<file path="config.mk">
export PLATFORM = sky130hd
export DESIGN_NAME = rcm_lane
export DESIGN_NICKNAME = d
export VERILOG_FILES = /design/src/rtl/rcm_pkg.sv /design/src/rtl/rcm_lane.sv
export SDC_FILE = /design/constraint.sdc
export NUM_CORES = 1
export LEC_CHECK = 0
export ABC_AREA = 1
export BUFFER_PORTS_ARGS = -buffer_cell sky130_fd_sc_hd__buf_2
export CAP_MARGIN = 20
export CORE_ASPECT_RATIO = 0.6
export CORE_MARGIN = 1
export CORE_UTILIZATION = 57
export CTS_CLUSTER_DIAMETER = 200
export DETAILED_ROUTE_END_ITERATION = 6
export GPL_TIMING_DRIVEN = 0
export PLACE_DENSITY = 0.84
export SYNTH_ARGS = -nofsm -noshare
export SYNTH_HDL_FRONTEND = slang
export SYNTH_SLANG_ARGS = --single-unit
</file>
<file path="constraint.sdc">
create_clock -name clk -period 7.41 [get_ports clk]
set_input_delay 1.8525 -clock clk [delete_from_list [all_inputs] [get_ports clk]]
set_output_delay 1.8525 -clock clk [all_outputs]
set_load 0.02 [all_outputs]
</file>
<file path="src/rtl/rcm_pkg.sv">
// ----------------------------------------------------------------------------
// rcm_pkg: shared types and constants for the RC stick mixer
// Holds field widths, mixer mode codes, register indexes and pulse arithmetic.
// ----------------------------------------------------------------------------
`default_nettype none
package rcm_pkg;
	localparam int NumChannels = 11;
	localparam int NumAxesDef = 8;
	localparam int NumButtonsDef = 16;
	localparam int AxisW = 16;
	localparam int PulseW = 12;
	localparam int GainW = 10;
	localparam int XW = 27;
	localparam int CfgIdxW = 3;
	localparam int CfgDataW = 60;

	localparam logic [2:0] ModeDirect = 3'd0;
	localparam logic [2:0] ModeAirplane = 3'd1;
	localparam logic [2:0] ModeQuad = 3'd2;
	localparam logic [2:0] ModeY6 = 3'd3;
	localparam logic [2:0] ModeVtol = 3'd4;
	localparam logic [2:0] ModeToggle = 3'd5;

	localparam logic [CfgIdxW-1:0] RegMode = 3'd0;
	localparam logic [CfgIdxW-1:0] RegAxisMap = 3'd1;
	localparam logic [CfgIdxW-1:0] RegButtonMap = 3'd2;
	localparam logic [CfgIdxW-1:0] RegGainLow = 3'd3;
	localparam logic [CfgIdxW-1:0] RegGainHigh = 3'd4;

	localparam logic [43:0] AxisMapReset = 44'hFFF_FFFF_FFFF;
	localparam logic [54:0] ButtonMapReset = {11{5'h1F}};
	localparam logic [59:0] GainLowReset = {6{10'd256}};
	localparam logic [49:0] GainHighReset = {5{10'd256}};

	localparam logic [PulseW-1:0] PulseMin = 12'd1000;
	localparam logic [PulseW-1:0] PulseMax = 12'd2100;
	localparam logic [PulseW-1:0] PulseOn = 12'd2000;

	typedef logic signed [XW-1:0] x_t;
	typedef logic [PulseW-1:0] pulse_t;

	// Truncate a Q.22 value to an integer and clamp it to PulseMin..PulseMax.
	function automatic pulse_t sat_q22(input logic signed [47:0] v);
		logic signed [47:0] q;
		begin
			q = v >>> 22;
			if (v < 0 || q < 48'sd1000) sat_q22 = PulseMin;
			else if (q > 48'sd2100) sat_q22 = PulseMax;
			else sat_q22 = q[PulseW-1:0];
		end
	endfunction
endpackage
`default_nettype wire

</file>
<file path="src/rtl/rcm_lane.sv">
// ----------------------------------------------------------------------------
// rcm_lane: one channel's source pick and gain multiply
// Selects an axis or a button by the channel map and scales it by the gain.
// ----------------------------------------------------------------------------
`default_nettype none
module rcm_lane #(
	parameter int NumAxes = rcm_pkg::NumAxesDef,
	parameter int NumButtons = rcm_pkg::NumButtonsDef
) (
	input  wire logic                                  clk,
	input  wire logic [8*rcm_pkg::AxisW-1:0]           axes,
	input  wire logic [15:0]                           buttons,
	input  wire logic [3:0]                            axis_sel,
	input  wire logic [4:0]                            button_sel,
	input  wire logic [rcm_pkg::GainW-1:0]             gain,
	output rcm_pkg::x_t                                x_s1
);
	import rcm_pkg::*;
	logic signed [AxisW-1:0] v;
	always_comb begin
		v = '0;
		if (axis_sel != 4'd15) begin
			if ({28'd0, axis_sel} < NumAxes && axis_sel < 4'd8)
				v = axes[axis_sel[2:0]*AxisW +: AxisW];
		end else if (button_sel != 5'd31) begin
			if ({27'd0, button_sel} < NumButtons && button_sel < 5'd16 &&
			    buttons[button_sel[3:0]])
				v = 16'sd16384;
		end
	end
	always_ff @(posedge clk) begin
		x_s1 <= XW'(v * $signed(gain));
	end
endmodule
`default_nettype wire

</file>
# Word level (Yosys, flattened, before mapping)
# Cells that the tools add are included.
# word_totals
register_bits,26
input_bits,164
# op_classes
multipliers,1
order_cmp,5
eq_ne,2
shifts,1
mux,6
n_reduce_logical,3
# ops
cell,count
128-bit by 8-bit indexed part select with 16-bit output,1
16-bit 2-to-1 mux,2
15-bit 2-to-1 mux,2
16-bit by 10-bit multiplier with 26-bit output,1
5-bit < comparator (second input constant),2
4-bit < comparator (second input constant),2
4-bit by 5-bit < comparator with 1-bit output (second input constant),1
5-bit != test (second input constant),1
1-bit binary-select mux with 4-bit select,1
4-bit != test (second input constant),1
1-bit logical AND,3
1-bit 2-to-1 mux,1

# Longest topological paths before layout
# depth
word_depth,7
depth_mapped,31

# Least setup slack after synthesis
# OpenSTA, ideal clock, no wires.
# synth_timing
kind,input-to-reg
start,input axis_sel[1]
end,register x_s1[23]
arrival_time_ns,6.540
required_ns,7.297
path_slack_ns,0.757
cell_stages,25
n_path_buf,2
cell_sequence,buf_2 > buf_4 > o21ai_1 > o211ai_1 > nand3_2 > inv_2 > nand2_1 > fa_1 > inv_1 > fa_1 > inv_1 > fa_1 > inv_1 > fa_1 > inv_1 > fa_1 > inv_1 > ha_1 > nand2_1 > nor2_1 > inv_1 > nor2_1 > nand4_1 > nand4_1 > nand2_1
# synth_via
elab_chain_len,5
# synth_lines
item,line,source
"start, declared",rcm_lane.sv:13,"input wire logic [3:0] axis_sel,"
branches (longest 3 deep; another with 128-bit by 8-bit indexed part select with 16-bit output),--,
16-bit 2-to-1 mux (*),rcm_lane.sv:22,if (axis_sel != 4'd15) begin
16-bit by 10-bit multiplier with 26-bit output (*),rcm_lane.sv:32,x_s1 <= XW'(v * $signed(gain));
"end signal, assigned",rcm_lane.sv:32,
"end, declared",rcm_lane.sv:16,output rcm_pkg::x_t x_s1
# Every way passes the cells marked *.

# Final worst setup path
# layout_timing
start,input axis_sel[0]
end,register x_s1[23]
# Same word-level chain as after synthesis.

==> results.tsv <==
stage	metric	value	unit
sta	Worst Max-Slew Pin Slew	0.788	ns
floorplanning	die area	15000	um^2
routing	drt pass-1 iters	5	
routing	Antenna Nets Post-Route	0	
sta	final setup fails	0	
critical_path	Critical Path Slowest Stage Cell	fa_1	
routing	Vias/cell	5.41	
finish	most flop-heavy register	x_s1	
critical_path	critical path launch point type	input port	
clock_tree	TritonCTS clock tree	yes	
sta	Rel. slew slack	0.473	
clock_tree	CTS Sinks	26	
logic_synthesis	adder-cell share of the synthesized area	0.428	
logic_synthesis	syn avg cell area	7.20	um^2
logic_synthesis	XOR/XNOR Fraction of Synth Area	0.0222	
pwr	switching part of the total power	0.576	
finish	largest registers	x_s1 x26	
clock_tree	CTS clk-pin slew, worst paths	0.07	ns
routing	via count	8283	
sta	post-layout min period	7.23	ns
pwr	combinational power share	0.872	
finish	fin util	0.690	
grt	number of global-route vias before repair	8136	
grt	met2 Track Usage GR	0.530	
pwr	sequential share of power	0.078	
grt	GR Util met3	0.107	
critical_path	crit-path max FO	10	
clock_tree	CTS root buffer	clkbuf_16	
critical_path	Arr. time, crit path	7.39	ns
grt	GRT met1 Usage	0.489	
sta	RSZ-0062 raised after global routing	yes	
floorplanning	core area	13900	um^2
run	# Max-Cap Violations	0	
pwr	total power	3170	uW
floorplanning	Die X	158	um
pwr	Int Pwr	1340	uW
grt	initial antenna violation count	0	
logic_synthesis	Ys Warns	0	
grt	first-pass GRT wire length	39.6	mm
finish	most frequent cells in the layout	inv_1 (238), nand2_1 (206), buf_2 (197), nor2_1 (186), fa_1 (138)	
logic_synthesis	Syn Inst Count	1149	
logic_synthesis	sequential fraction of the synthesis area	0.0629	
place	PortBufs	185	
clock_tree	post-CTS setup buffers	0	
pwr	static leakage	0.00540	uW
logic_synthesis	Post-Synth Simple-Gate Area	0.235	
finish	number of flip-flops in the largest register	26	
critical_path	CP Class	in2reg	
finish	layout net count	1703	
sta	Final Cycle Share	0.976	
floorplanning	Cell Rows	33	
sta	Max Fclk	0.138	GHz
routing	# DRC	0	
critical_path	CP required	7.57	ns
clock_tree	H-tree depth	1	
grt	largest net degree at the start of global routing	16	
logic_synthesis	#FFs+latches synth	26	
finish	Diodes inserted	0	
pwr	switching pwr	1820	uW
logic_synthesis	multiplexer area fraction after synthesis	0	
place	Final Wtd Congestion	0.958	
finish	area grow syn2layout	16.0	%
pwr	Peak VDD IR	0.000277	V
worst_hold_path	HP Class	in2reg	
logic_synthesis	post-synthesis compound-gate area fraction	0.109	
finish	leading cell type in the layout, fill and taps excluded	inv_1	
floorplanning	die extent in y	95.3	um
grt	Overflow after GRT	0	
critical_path	most used cell along the critical path	inv_1	
critical_path	Crit. End Element	flop	
floorplanning	Top Ports	191	
routing	1st-iter DRT viols	654	
routing	drt total wl	23.9	mm
sta	final hold violation count	0	
sta	final hold slack	2.04	ns
floorplanning	Initial Utilization	0.595	
logic_synthesis	combinational family with the most area after synthesis	adder cells	
logic_synthesis	Mapped Nets	1513	
finish	Design Area, Final	9600	um^2
finish	share of cells above drive strength 1	0.209	
clock_tree	CTS Buf Count	3	
grt	Tot GR Track Use	0.346	
pwr	Clock power frac	0.050	
place	hpwl dp	21.2	mm
place	placed cell area	9440	um^2
critical_path	slowest stage delay, CP	0.59	ns
logic_synthesis	unique cell type count in the Yosys netlist	28	
logic_synthesis	Mapped Area	8280	um^2
grt	grt peak-use layer	met2	
clock_tree	Clock Path Buffers	2	
routing	Routed wire per std cell	15.6	um
pwr	P per Cell Area	330	nW/um^2
status	status	complete, no violations	
sta	Slew Limit Fails	0	
-- Yosys cell counts, drive strengths merged --
library cell / instances / area share
o21ai: 76 / 0.046
nand2: 208 / 0.095
nor3: 5 / 0.0030
ha: 61 / 0.092
inv: 255 / 0.12
clkbuf: 13 / 0.0059
and2: 2 / 0.0015
nor2: 187 / 0.085
o211ai: 32 / 0.042
o21bai: 1 / 0.00091
a21boi: 2 / 0.0018
a21oi: 26 / 0.016
nand4: 12 / 0.0091
nand3: 54 / 0.042
a21o: 2 / 0.0018
fa: 139 / 0.34
buf: 27 / 0.021
xor2: 12 / 0.013
xnor2: 9 / 0.0095
dfxtp: 26 / 0.063
-- logic make-up after synthesis --
family / Yosys count
DFF: 26
AOI/OAI and AO/OA: 139
adders and majority gates: 200
and+or+nand+nor: 468
xor gates and xnor gates: 21
buffers and inverters: 295
-- power by group through the flow --
stage               clock, uW  combinational, uW  sequential (uW)
detailed placement          0               2690              252
finish                    158               2760              249
CTS                       160               2700              249
floorplan                   0               1930              341
global placement            0               2610              250
global route              169               3170              256
-- area by class of cell --
cell class,instances,area [um^2]
clock inverter,1,30.0
sequential,26,520
clock buffer,3,75.1
timing repair buffer,185,926
multi-input combinational,828,6610
tap,192,240
buffer,40,235
fill,1205,4310
inverter,255,960
-- through the flow --
step | setup WS, ns | cells | TNS, ns
global route | -0.0914 | 1530 | -0.0914
detailed placement | -0.376 | 1526 | -1.55
floorplan | 0.757 | 1149 | 0
global placement | -0.243 | 1526 | -0.818
finish | 0.180 | 1530 | 0
CTS | 0.0445 | 1530 | 0
-- path summary, 6_finish.rpt --
kind	cells past startpoint	start	slack (ns)	end
worst min-delay path	3	gain[0]	2.04	x_s1[0]
worst max-delay path	26	axis_sel[0]	0.18	x_s1[23]
-- worst max-delay path, delay by kind of cell --
family / cells / cell delay [ns]
adders and majority gates: 6 / 3.02
buffers and inverters: 10 / 1.10
and+or+nand+nor: 8 / 1.07
AOI/OAI and AO/OA: 2 / 0.34
-- per-layer routing --
layer  up-vias  wire [um]  part of all wire
li1       3871          -                 -
met3        27       3000              0.13
met5         -         43            0.0018
met1      3978      10600              0.45
met4         2        228            0.0095
met2       405      10000              0.42
-- timing repair --
action,4_1_cts,5_1_grt
resized for setup,1,22
hold buffers,0,0
gates cloned,0,0
pin swaps,0,1
setup endpoints to repair,2,9
(Power assumes the default switching activity.)
